## config.mk

```make
export PLATFORM = sky130hd
export DESIGN_NAME = priority_voice_channel_allocator
export DESIGN_NICKNAME = d
export VERILOG_FILES = /design/src/hdl/pvca_pkg.sv /design/src/hdl/priority_voice_channel_allocator.sv
export VERILOG_INCLUDE_DIRS = /design/src /design/src/hdl
export SDC_FILE = /design/constraint.sdc
export NUM_CORES = 2
export LEC_CHECK = 0
export BUFFER_PORTS_ARGS = -buffer_cell sky130_fd_sc_hd__buf_2
export CAP_MARGIN = 10
export CORE_ASPECT_RATIO = 0.75
export CORE_MARGIN = 5
export CORE_UTILIZATION = 40
export CTS_CLUSTER_DIAMETER = 40
export DETAILED_ROUTE_END_ITERATION = 7
export GPL_TIMING_DRIVEN = 1
export PLACE_DENSITY = 0.57
export SETUP_SLACK_MARGIN = 0.1
export SLEW_MARGIN = 25
export SYNTH_ARGS = -nofsm -noshare
export SYNTH_HDL_FRONTEND = slang
export SYNTH_SLANG_ARGS = --single-unit
```

## constraint.sdc

```tcl
create_clock -name clk_i -period 6.4 [get_ports clk_i]
set_input_delay 0.64 -clock clk_i [delete_from_list [all_inputs] [get_ports clk_i]]
set_output_delay 0.64 -clock clk_i [all_outputs]
set_load 0.05 [all_outputs]
```

## src/hdl/priority_voice_channel_allocator_assert.svh

```systemverilog
// Assertion macros for the channel allocator. Each one samples on the
// rising edge of the given clock and is switched off while reset is low.
`ifndef PRIORITY_VOICE_CHANNEL_ALLOCATOR_ASSERT_SVH
`define PRIORITY_VOICE_CHANNEL_ALLOCATOR_ASSERT_SVH

`ifndef SYNTHESIS
`define PVCA_ASSERT(lbl, clk, rstn, prop) \
  lbl: assert property (@(posedge clk) disable iff (!rstn) prop) \
    else $error("pvca assertion failed");
`define PVCA_ASSERT_NEVER(lbl, clk, rstn, expr) \
  lbl: assert property (@(posedge clk) disable iff (!rstn) !(expr)) \
    else $error("pvca forbidden condition seen");
`else
`define PVCA_ASSERT(lbl, clk, rstn, prop)
`define PVCA_ASSERT_NEVER(lbl, clk, rstn, expr)
`endif

`endif

```

## src/hdl/pvca_pkg.sv

```systemverilog
package pvca_pkg;

  // Sequencer states.
  typedef enum logic [1:0] {
    ST_IDLE,
    ST_SCAN,
    ST_APPLY
  } state_e;

  // Operation codes carried on the input kind field.
  localparam logic [2:0] KIND_ALLOC       = 3'd0;
  localparam logic [2:0] KIND_ALLOC_FORCE = 3'd1;
  localparam logic [2:0] KIND_START       = 3'd2;
  localparam logic [2:0] KIND_RELEASE     = 3'd3;
  localparam logic [2:0] KIND_SET_PRIO    = 3'd4;
  localparam logic [2:0] KIND_KILL        = 3'd5;
  localparam logic [2:0] KIND_UPDATE      = 3'd6;

  // Channel run states.
  localparam logic [1:0] RUN_INACTIVE = 2'd0;
  localparam logic [1:0] RUN_ACTIVE   = 2'd1;
  localparam logic [1:0] RUN_DROP     = 2'd2;

  // Priority encodings.
  localparam logic [8:0] PRIO_FREE      = 9'h1ff;
  localparam logic [8:0] PRIO_SCAN_INIT = 9'h0ff;
  localparam logic [8:0] PRIO_KILL_MAX  = 9'h07f;

  // Owner notices.
  localparam logic [3:0] EV_DROP  = 4'b0001;
  localparam logic [3:0] EV_START = 4'b0010;
  localparam logic [3:0] EV_PLAY  = 4'b0100;
  localparam logic [3:0] EV_STOP  = 4'b1000;

  // DSP commands.
  localparam logic [5:0] CMD_INIT         = 6'b000001;
  localparam logic [5:0] CMD_PLAY_START   = 6'b000010;
  localparam logic [5:0] CMD_PLAY_STOP    = 6'b000100;
  localparam logic [5:0] CMD_FORCE_STOP   = 6'b001000;
  localparam logic [5:0] CMD_REPLY_FINISH = 6'b010000;
  localparam logic [5:0] CMD_FLUSH        = 6'b100000;

  localparam int unsigned IN_DATA_W  = 24;
  localparam int unsigned OUT_DATA_W = 24;

endpackage

```

## src/hdl/priority_voice_channel_allocator.sv

```systemverilog
// Priority voice channel allocator. The block holds a table of CHANNELS sound
// channels, each with a priority (free or 0..255), a run state, start and
// stop-pending marks, an owner mark and a wrapping play age, in a table memory
// with one write port and one registered read port, read one entry per cycle.
// Every input word produces exactly
// one output word. Alloc (normal and forced) grants the first free channel,
// or else steals the lowest-priority channel at or below the request, with
// ties going to the older channel; kill drops the lowest-priority active
// channel below 0x7f. Both walk the table through one shared compare unit,
// one entry per cycle (alloc stops at the first free entry). Start,
// release owner, set priority and update touch one entry with a read and
// a write. The block takes one word at a time: s_axis_tready_o is high
// only while idle, and a finished result waits in the output register
// until it is taken. Each entry has a valid flop that reset clears, so
// the table is usable straight after reset with no clearing pass. An
// out-of-range channel index on a start, release, set-priority or update
// word, or an unused kind, yields an all-zero result and changes nothing.

`include "priority_voice_channel_allocator_assert.svh"

module priority_voice_channel_allocator #(
  parameter int unsigned CHANNELS = 64,
  parameter int unsigned AGE_BITS = 32
) (
  input  logic                               clk_i,
  input  logic                               rst_ni,
  // Input words.
  input  logic                               s_axis_tvalid_i,
  output logic                               s_axis_tready_o,
  // kind[2:0]
  input  logic [2:0]                         s_axis_tuser_i,
  // channel[5:0], priority_req[13:6], owner_given[14], finished[15],
  // owner_accepts[16], owner_keeps[17], zero[23:18]
  input  logic [pvca_pkg::IN_DATA_W-1:0]     s_axis_tdata_i,
  // Result words.
  output logic                               m_axis_tvalid_o,
  input  logic                               m_axis_tready_i,
  // found[0], chosen_channel[6:1], owner_events[10:7], dsp_commands[16:11],
  // status_after[18:17], zero[23:19]
  output logic [pvca_pkg::OUT_DATA_W-1:0]    m_axis_tdata_o
);

  localparam int unsigned IDX_W = (CHANNELS > 1) ? $clog2(CHANNELS) : 1;
  localparam logic [IDX_W-1:0] LAST_IDX = IDX_W'(CHANNELS - 1);

  typedef struct packed {
    logic [8:0]          prio;
    logic [1:0]          run;
    logic                start;
    logic                stop;
    logic                owner;
    logic [AGE_BITS-1:0] age;
  } rec_t;

  localparam rec_t RESET_REC = '{
    prio:  pvca_pkg::PRIO_FREE,
    run:   pvca_pkg::RUN_INACTIVE,
    start: 1'b0,
    stop:  1'b0,
    owner: 1'b0,
    age:   '0
  };

  // Drop a channel: the owner loses it and an active voice is stopped.
  function automatic rec_t drop_rec(input rec_t r);
    rec_t n;
    n       = r;
    n.owner = 1'b0;
    n.prio  = pvca_pkg::PRIO_FREE;
    n.start = 1'b0;
    if (r.run == pvca_pkg::RUN_ACTIVE) begin
      n.stop = 1'b1;
      n.run  = pvca_pkg::RUN_DROP;
    end
    return n;
  endfunction

  // Input field views.
  logic [2:0]       in_kind;
  logic [5:0]       in_channel;
  logic [7:0]       in_req;
  logic             in_scan;

  assign in_kind    = s_axis_tuser_i;
  assign in_channel = s_axis_tdata_i[5:0];
  assign in_req     = s_axis_tdata_i[13:6];
  assign in_scan    = (in_kind == pvca_pkg::KIND_ALLOC) ||
                      (in_kind == pvca_pkg::KIND_ALLOC_FORCE) ||
                      (in_kind == pvca_pkg::KIND_KILL);

  // Control state.
  pvca_pkg::state_e state_q, state_d;
  logic             m_valid_q;
  logic [CHANNELS-1:0] valid_q;

  // Captured input word.
  logic [2:0]       kind_q;
  logic [IDX_W-1:0] ch_idx_q;
  logic             ch_ok_q;
  logic [7:0]       req_q;
  logic             owner_given_q;
  logic             finished_q;
  logic             accepts_q;
  logic             keeps_q;

  // Scan state.
  logic [IDX_W:0]      scan_idx_q;
  logic [IDX_W-1:0]    cmp_idx_q;
  logic                best_vld_q;
  logic [IDX_W-1:0]    best_idx_q;
  logic [8:0]          best_p_q;
  logic [AGE_BITS-1:0] best_age_q;
  rec_t                best_rec_q;

  // Table memory.
  rec_t             mem [CHANNELS];
  rec_t             rdata_q;
  logic             rd_vld_q;
  logic [IDX_W-1:0] rd_addr;
  logic             mem_we;
  logic [IDX_W-1:0] wr_addr;
  rec_t             rd_rec;

  logic [pvca_pkg::OUT_DATA_W-1:0] out_data_q;

  logic accept_in;
  logic out_free;
  logic load_out;

  assign accept_in = s_axis_tvalid_i && s_axis_tready_o;
  assign out_free  = !m_valid_q || m_axis_tready_i;
  assign rd_rec    = rd_vld_q ? rdata_q : RESET_REC;

  // Scan kind decode for the captured word.
  logic is_alloc;
  logic is_scan;
  assign is_alloc = (kind_q == pvca_pkg::KIND_ALLOC) ||
                    (kind_q == pvca_pkg::KIND_ALLOC_FORCE);
  assign is_scan  = is_alloc || (kind_q == pvca_pkg::KIND_KILL);

  // Shared compare unit: judges the entry that arrives from the table.
  logic signed [9:0] cur_p;
  logic signed [9:0] best_p;
  logic signed [9:0] req_p;
  logic              cur_free;
  logic              cur_ok;
  logic              cur_take;
  logic              scan_last;
  logic              scan_done;

  assign cur_p  = $signed({rd_rec.prio[8], rd_rec.prio});
  assign best_p = $signed({best_p_q[8], best_p_q});
  assign req_p  = $signed({2'b00, req_q});

  always_comb begin
    cur_free = is_alloc && (cur_p < 10'sd0);
    if (is_alloc) begin
      cur_ok = (cur_p <= req_p) && (cur_p <= best_p);
    end else begin
      cur_ok = (rd_rec.run == pvca_pkg::RUN_ACTIVE) &&
               (cur_p < $signed({1'b0, pvca_pkg::PRIO_KILL_MAX})) &&
               (cur_p <= best_p);
    end
    cur_take = cur_ok && ((cur_p != best_p) || (rd_rec.age > best_age_q));
  end

  assign scan_last = (cmp_idx_q == LAST_IDX);
  assign scan_done = cur_free || scan_last;

  // Operation unit: computes the new entry and the result word.
  rec_t       op_rec;
  rec_t       new_rec;
  logic       res_found;
  logic [3:0] res_ev;
  logic [5:0] res_cmd;
  logic [1:0] res_status;
  logic       res_we;

  assign op_rec  = is_scan ? best_rec_q : rd_rec;
  assign wr_addr = is_scan ? best_idx_q : ch_idx_q;

  always_comb begin
    rec_t base;
    logic keep;
    base       = op_rec;
    new_rec    = op_rec;
    res_found  = 1'b0;
    res_ev     = '0;
    res_cmd    = '0;
    res_status = pvca_pkg::RUN_INACTIVE;
    res_we     = 1'b0;
    keep       = 1'b0;
    case (kind_q) inside
      pvca_pkg::KIND_ALLOC, pvca_pkg::KIND_ALLOC_FORCE: begin
        if (best_vld_q) begin
          if (kind_q == pvca_pkg::KIND_ALLOC_FORCE) begin
            base.run = pvca_pkg::RUN_INACTIVE;
          end
          res_ev        = base.owner ? pvca_pkg::EV_DROP : '0;
          new_rec       = drop_rec(base);
          new_rec.prio  = {1'b0, req_q};
          new_rec.age   = '0;
          new_rec.owner = owner_given_q;
          res_found     = 1'b1;
          res_status    = new_rec.run;
          res_we        = 1'b1;
        end
      end
      pvca_pkg::KIND_KILL: begin
        if (best_vld_q) begin
          res_ev     = base.owner ? pvca_pkg::EV_DROP : '0;
          new_rec    = drop_rec(base);
          res_found  = 1'b1;
          res_status = new_rec.run;
          res_we     = 1'b1;
        end
      end
      pvca_pkg::KIND_START: begin
        if (ch_ok_q) begin
          new_rec.start = 1'b1;
          res_status    = op_rec.run;
          res_we        = 1'b1;
        end
      end
      pvca_pkg::KIND_RELEASE: begin
        if (ch_ok_q) begin
          new_rec.owner = 1'b0;
          res_status    = op_rec.run;
          res_we        = 1'b1;
        end
      end
      pvca_pkg::KIND_SET_PRIO: begin
        if (ch_ok_q) begin
          new_rec.prio = {1'b0, req_q};
          res_status   = op_rec.run;
          res_we       = 1'b1;
        end
      end
      pvca_pkg::KIND_UPDATE: begin
        if (ch_ok_q) begin
          res_we = 1'b1;
          // The stop notice keeps the priority only when an owner asks.
          keep   = op_rec.owner && keeps_q;
          if (finished_q) begin
            new_rec.stop = 1'b0;
            if (op_rec.run == pvca_pkg::RUN_ACTIVE) begin
              res_ev = op_rec.owner ? pvca_pkg::EV_STOP : '0;
              if (!keep) begin
                new_rec.prio = pvca_pkg::PRIO_FREE;
              end
            end
            new_rec.run = pvca_pkg::RUN_INACTIVE;
            res_cmd     = pvca_pkg::CMD_REPLY_FINISH | pvca_pkg::CMD_FLUSH;
          end else if (op_rec.stop) begin
            new_rec.stop = 1'b0;
            res_cmd      = pvca_pkg::CMD_FORCE_STOP | pvca_pkg::CMD_FLUSH;
          end else if (op_rec.run != pvca_pkg::RUN_DROP) begin
            if (op_rec.start && (op_rec.run == pvca_pkg::RUN_INACTIVE)) begin
              new_rec.start = 1'b0;
              res_cmd       = pvca_pkg::CMD_INIT;
              res_ev        = op_rec.owner ? pvca_pkg::EV_START : '0;
              if (op_rec.owner && !accepts_q) begin
                // The owner refused the start; the voice never runs.
                new_rec.run = pvca_pkg::RUN_INACTIVE;
                res_ev      = res_ev | pvca_pkg::EV_STOP;
                if (!keep) begin
                  new_rec.prio = pvca_pkg::PRIO_FREE;
                end
                res_cmd = res_cmd | pvca_pkg::CMD_FLUSH;
              end else begin
                new_rec.run = pvca_pkg::RUN_ACTIVE;
                res_cmd     = res_cmd | pvca_pkg::CMD_PLAY_START |
                              pvca_pkg::CMD_FLUSH;
              end
            end else if (op_rec.run != pvca_pkg::RUN_INACTIVE) begin
              res_ev = op_rec.owner ? pvca_pkg::EV_PLAY : '0;
              if (op_rec.owner && !accepts_q) begin
                new_rec.run = pvca_pkg::RUN_INACTIVE;
                res_ev      = res_ev | pvca_pkg::EV_STOP;
                if (!keep) begin
                  new_rec.prio = pvca_pkg::PRIO_FREE;
                end
                res_cmd = pvca_pkg::CMD_PLAY_STOP | pvca_pkg::CMD_FLUSH;
              end else begin
                new_rec.age = op_rec.age + 1'b1;
                res_cmd     = op_rec.owner ? pvca_pkg::CMD_FLUSH : '0;
              end
            end
          end
          res_status = new_rec.run;
        end
      end
      default: begin
      end
    endcase
  end

  // Next state.
  always_comb begin
    state_d = state_q;
    unique case (state_q)
      pvca_pkg::ST_IDLE: begin
        if (s_axis_tvalid_i) begin
          state_d = in_scan ? pvca_pkg::ST_SCAN : pvca_pkg::ST_APPLY;
        end
      end
      pvca_pkg::ST_SCAN: begin
        if (scan_done) begin
          state_d = pvca_pkg::ST_APPLY;
        end
      end
      pvca_pkg::ST_APPLY: begin
        if (out_free) begin
          state_d = pvca_pkg::ST_IDLE;
        end
      end
      default: begin
        state_d = pvca_pkg::ST_IDLE;
      end
    endcase
  end

  // Sequencer outputs.
  always_comb begin
    s_axis_tready_o = 1'b0;
    rd_addr         = '0;
    mem_we          = 1'b0;
    load_out        = 1'b0;
    unique case (state_q)
      pvca_pkg::ST_IDLE: begin
        s_axis_tready_o = 1'b1;
        rd_addr         = in_scan ? '0 : IDX_W'(in_channel);
      end
      pvca_pkg::ST_SCAN: begin
        rd_addr = scan_idx_q[IDX_W-1:0];
      end
      pvca_pkg::ST_APPLY: begin
        // Keep reading the addressed entry so a stalled result sees it intact.
        rd_addr  = ch_idx_q;
        load_out = out_free;
        mem_we   = out_free && res_we;
      end
      default: begin
      end
    endcase
  end

  // Control registers.
  always_ff @(posedge clk_i or negedge rst_ni) begin
    if (!rst_ni) begin
      state_q   <= pvca_pkg::ST_IDLE;
      m_valid_q <= 1'b0;
      valid_q   <= '0;
    end else begin
      state_q <= state_d;
      if (load_out) begin
        m_valid_q <= 1'b1;
      end else if (m_axis_tready_i) begin
        m_valid_q <= 1'b0;
      end
      if (mem_we) begin
        valid_q[wr_addr] <= 1'b1;
      end
    end
  end

  // Word capture, scan bookkeeping and result register.
  always_ff @(posedge clk_i) begin
    if (accept_in) begin
      kind_q        <= in_kind;
      ch_idx_q      <= IDX_W'(in_channel);
      ch_ok_q       <= (32'(in_channel) < 32'(CHANNELS));
      req_q         <= in_req;
      owner_given_q <= s_axis_tdata_i[14];
      finished_q    <= s_axis_tdata_i[15];
      accepts_q     <= s_axis_tdata_i[16];
      keeps_q       <= s_axis_tdata_i[17];
      scan_idx_q    <= (IDX_W + 1)'(1);
      cmp_idx_q     <= '0;
      best_vld_q    <= 1'b0;
      best_p_q      <= pvca_pkg::PRIO_SCAN_INIT;
      best_age_q    <= '0;
    end else if (state_q == pvca_pkg::ST_SCAN) begin
      scan_idx_q <= scan_idx_q + 1'b1;
      cmp_idx_q  <= scan_idx_q[IDX_W-1:0];
      if (cur_free || cur_take) begin
        best_vld_q <= 1'b1;
        best_idx_q <= cmp_idx_q;
        best_p_q   <= rd_rec.prio;
        best_age_q <= rd_rec.age;
        best_rec_q <= rd_rec;
      end
    end
    if (load_out) begin
      out_data_q <= {5'b00000, res_status, res_cmd, res_ev,
                     res_found ? 6'(best_idx_q) : 6'b000000, res_found};
    end
  end

  // Table memory: one write port, one registered read port.
  always_ff @(posedge clk_i) begin
    if (mem_we) begin
      mem[wr_addr] <= new_rec;
    end
    rdata_q  <= mem[rd_addr];
    rd_vld_q <= valid_q[rd_addr];
  end

  assign m_axis_tvalid_o = m_valid_q;
  assign m_axis_tdata_o  = out_data_q;

  // An accepted word always leaves idle.
  `PVCA_ASSERT(a_accept_leaves_idle, clk_i, rst_ni,
               accept_in |=> (state_q != pvca_pkg::ST_IDLE))
  // A steal candidate never sits above the requested priority.
  `PVCA_ASSERT_NEVER(a_alloc_best_le_req, clk_i, rst_ni,
                     (state_q == pvca_pkg::ST_APPLY) && is_alloc && best_vld_q &&
                     ($signed({best_p_q[8], best_p_q}) > req_p))
  // Kill only ever picks a channel that is playing.
  `PVCA_ASSERT_NEVER(a_kill_picks_active, clk_i, rst_ni,
                     (state_q == pvca_pkg::ST_APPLY) &&
                     (kind_q == pvca_pkg::KIND_KILL) && best_vld_q &&
                     (best_rec_q.run != pvca_pkg::RUN_ACTIVE))
  // A result appears only as the sequencer finishes an operation.
  `PVCA_ASSERT(a_result_from_apply, clk_i, rst_ni,
               $rose(m_valid_q) |-> ($past(state_q) == pvca_pkg::ST_APPLY))

endmodule
```

==> out/results.env <==
TIMING.SETUP.TNS_NS=0
YOSYS.AREA_SHARE.XOR_XNOR_PCT=0.0343
FINAL_NET_COUNT=9938
DESIGN.DIE.AREA_SQ_UM=331000
DRT_DRC_VIOLATIONS_LEFT=0
LAYOUT_SETUP_WS_NS=1.27
CRIT_CHAIN='nand2b_1, nand2_4, mux2i_1, or2_2, nor2b_1, nand3_1, or4_1, nor4_1, mux2_2, buf_4'
DRIVE_GT1_SHARE_PCT=12.1
DETAILEDROUTE.FIRSTITERATIONVIOLATIONS=10900
POWER.COMBINATIONAL.FRACTION_PCT=34.8
DIE_HEIGHT_MICRONS=499
CTS.ROOT.BUFFER_CELL='sky130_fd_sc_hd__clkbuf_16'
DOMINANT_COMBINATIONAL_CELL_FAMILY_BY_AREA_AFTER_SYNTHESIS='simple AND/OR/NAND/NOR gates'
FINAL.MIN_CLOCK_PERIOD_NS=5.13
INITIAL_CORE_UTIL_PCT=40.2
GRT_MAX_DEGREE=154
VIAS_PER_CELL=5.77
CLOCK_POWER_SHARE_PCT=29.7
SYNTH_CELLS=9666
REPORT.POWER.TOTAL_uW=72400
FINAL_CELL_MIX='3036 x sky130_fd_sc_hd__edfxtp_1, 2754 x sky130_fd_sc_hd__nand2_1, 1096 x sky130_fd_sc_hd__nand3_1'
CLOCKBUFFERDEPTH=4
FRACTION_OF_THE_MAPPED_NETLIST_AREA_IN_ADDER_CELLS_PCT=0.500
GRT_REMAINING_OVERFLOW=0
CTS_TREE='built'
CRIT_PATH_TOP_DELAY_CELL='sky130_fd_sc_hd__mux2_2'
SYNTH-EDFF-COUNT=3036
FINAL-SETUP-VIOL-COUNT=0
SYNTH_SEQUENTIAL_AREA_RATIO_PCT=74.3
CRIT_TYPE='flip-flop to flip-flop'
INTERNAL_POWER_uW=45000
GRT_ANTENNA_BEFORE_REPAIR=28
POST-CTS-SETUP-BUFFERS=0
HIGHEST_FANOUT_SEEN_ON_THE_CRITICAL_PATH=45
CTS-BUFFERS-INSERTED=374
AREA_OF_ALL_PLACED_CELLS_WITHOUT_FILLERS_SQ_UM=149000
GRT_SETUP_UNREPAIRED='false'
ROUTEDWLPERCELL_MICRONS=27.4
LEADING_CELL_TYPE_IN_THE_LAYOUT_FILL_AND_TAPS_EXCLUDED='sky130_fd_sc_hd__edfxtp_1'
TIMING.HOLD.WS_NS=0.0700
DETAIL_ROUTE.WIRELENGTH_MICRONS=396000
POST-ROUTE-PERIOD-UTIL_PCT=80.1
SYNTH_SIMPLE_GATE_AREA_SHARE_PCT=15.3
SYNTHARSTFLOPSHARE_PCT=2.09
CLK_LATENCY_NS=0.91
ROUTE.VIAS.TOTAL=83300
LEAKAGE_uW=0.0522
SYN_TO_FINAL_GROWTH_PCT=16.5
SYNTHESIS.AREA_SQ_UM=128000
SEQ_POWER_SHARE_PCT=35.5
CPLARGESTDELAYFAMILY='simple AND/OR/NAND/NOR gates'
CRITPATHLAUNCHTYPE='flip-flop'
NUMBER_OF_FILLER_INSTANCES_IN_THE_FINAL_LAYOUT=27600
AVGSYNTHCELLAREA_SQ_UM=13.2
WL_MET3_MICRONS=42400
BUFFER_PORTS.INSERTED=45
CTS.SINKS=3204
TIMING.CRITICAL_PATH.BUF_INV=1
SYNTH_COMPOUND_AREA_SHARE_PCT=5.19
GRT_PASS1_WL_MICRONS=565000
POST_CTS_RESIZED=0
PORTION_OF_NETLIST_AREA_OCCUPIED_BY_MUX_CELLS_PCT=2.54
MET1WIRELENGTH_MICRONS=170000
P_SW_uW=27300
FINALHOLDVIOLCOUNT=0
HORIZONTAL_DIE_DIMENSION_MICRONS=662
FF_LATCH_AREA_SQ_UM=94900
CTSHOLDBUFFERS=19
MAXUSEDROUTINGLAYER='met4'
DRV.MAX_CAP_VIOLATION_COUNT=0
TIMING.CRITICAL_PATH.ARRIVAL_NS=5.83
TIMING.HOLD.WORST.CLASS='input port to flip-flop'
CRIT_PATH_END_KIND='flip-flop'
WORST_EP_REQUIRED_TIME_NS=7.10
FIRST_GLOBAL_VIAS=77700
PLACED_CELL_AREA_SQ_UM=136000
DETAILEDPLACEMENTHPWL_MICRONS=221000
CP_SLOWEST_STAGE_DELAY_NS=0.88
YOSYSUNIQUECELLTYPES=79
DESIGN.CORE.AREA_SQ_UM=318000
HEADROOM_TO_THE_MAX_SLEW_LIMIT_PCT=20.1
TIMING_WORST_SLEW_PIN_VALUE_NS=1.20
OUTCOME='finished clean'
WORST_CLOCK_SKEW_NS=0.0531
SWSHARE_PCT=37.8
ROUTE.ANTENNA.REMAINING_NETS=0
WORST_SETUP_HOLD_PATH_CLK_SLEW_NS=0.06
FIRST_PASS_ITERS=8
GROUTE.USAGE.OVERALL_PCT=23.2
POWERDENSITY_nW_PER_UM2=486
DR_WL_MET2_MICRONS=172000
YS_WARN_COUNT=0
TIMING.FINAL.MAX_SLEW_VIOLATIONS=0
AREA_OCCUPIED_BY_MULTI_INPUT_GATES_SQ_UM=31000
CTS.HTREE.LEVELS=5
ACHIEVABLE-FREQUENCY_MHz=195
ROWS=179
WORST_IR_DROP_VDD_mV=0.370
DP_WORST_SETUP_SLACK_NS=1.31
DOMINANTREGCELLSYNTH='sky130_fd_sc_hd__edfxtp_1'
PLACE.GP.CONGESTION=0.858
SYNTH.FF_LATCH_COUNT=3204
NUM_IO_PINS=57
## flip-flops by register name, indices dropped and copies added (netlist names), 2 cells and up
name / count
best_age_q: 32
best_idx_q: 6
best_p_q: 9
best_rec_q: 46
ch_idx_q: 6
cmp_idx_q: 6
kind_q: 3
m_axis_tdata_o: 19
mem: 2944
rdata_q: 46
req_q: 8
scan_idx_q: 6
state_q: 2
valid_q: 64
## through the flow
step / cells / utilization, %
floorplan: 9670 / -
global placement: 13700 / 42.8
detailed placement: 13700 / 42.8
CTS: 14400 / 46.8
global route: 14400 / 46.8
finish: 14400 / 46.8
## routing by layer
layer	up-vias	GRT usage [%]
met5	-	0
met1	42200	34.6
met2	4301	34.4
met4	0	6.39
met3	649	4.82
li1	36200	-
## synth_stat cells, types with 67 or more instances
master                        n  area (sq um)
sky130_fd_sc_hd__or2_2       68           425
sky130_fd_sc_hd__dfrtp_1     67          1680
sky130_fd_sc_hd__buf_1      100           375
sky130_fd_sc_hd__buf_2       97           485
sky130_fd_sc_hd__a31oi_1    285          1780
sky130_fd_sc_hd__inv_1       75           282
sky130_fd_sc_hd__nand3_1   1096          5490
sky130_fd_sc_hd__a221oi_1    86           753
sky130_fd_sc_hd__o21ai_0     79           395
sky130_fd_sc_hd__a32oi_1     94           823
sky130_fd_sc_hd__nand2_1   2760         10400
sky130_fd_sc_hd__clkbuf_1   411          1540
sky130_fd_sc_hd__nor2_1     140           526
sky130_fd_sc_hd__mux2i_1    305          3050
sky130_fd_sc_hd__a32o_1      84           841
sky130_fd_sc_hd__edfxtp_1  3036         91200
sky130_fd_sc_hd__and3_1     285          1780
sky130_fd_sc_hd__dfxtp_1    101          2020
## final timing paths
| kind | from | end | slack [ns] | cells past startpoint |
|---|---|---|---|---|
| min in group asynchronous | rst_ni | state_q[1]$_DFFE_PN0P_ | 0.13 | 2 |
| setup / recovery | kind_q[2]$_DFFE_PP_ | mem[14][28]$_DFFE_PP_ | 1.27 | 10 |
| hold / removal | s_axis_tdata_i[2] | ch_idx_q[2]$_DFFE_PP_ | 0.07 | 1 |
| setup reg to reg | kind_q[2]$_DFFE_PP_ | mem[14][28]$_DFFE_PP_ | 1.27 | 10 |
| max in group asynchronous | rst_ni | valid_q[15]$_DFFE_PN0P_ | 5.07 | 3 |
| hold reg to reg | valid_q[10]$_DFFE_PN0P_ | valid_q[10]$_DFFE_PN0P_ | 0.47 | 1 |
## power by group through the flow
| stage | clock [uW] | sequential, uW | combinational (uW) |
|---|---|---|---|
| after CTS | 21800 | 25700 | 24700 |
| after global routing | 22700 | 25700 | 26800 |
| final | 21500 | 25700 | 25200 |
| after detailed placement | 0 | 26100 | 24700 |
| after global placement | 0 | 26100 | 24300 |
| after floorplan | 0 | 26100 | 14100 |
## layout make-up
class	count	share of cell area (%)
multi-input cells	5767	20.9
inverters	77	0.194
repair buffers	432	3.15
well taps	4253	3.58
flip-flops and latches	3204	63.8
diodes	17	0.0286
clock buffers	445	6.67
clock inverters	241	1.75
## cell families after synthesis
kind of cell	count (synthesis)
xor+xnor	5
flops	3204
buf+inv	699
simple gates	4487
compound gates	897
fa+ha+maj	51
other cells	1
mux	322
No activity file was read; power rests on OpenSTA's default activity.
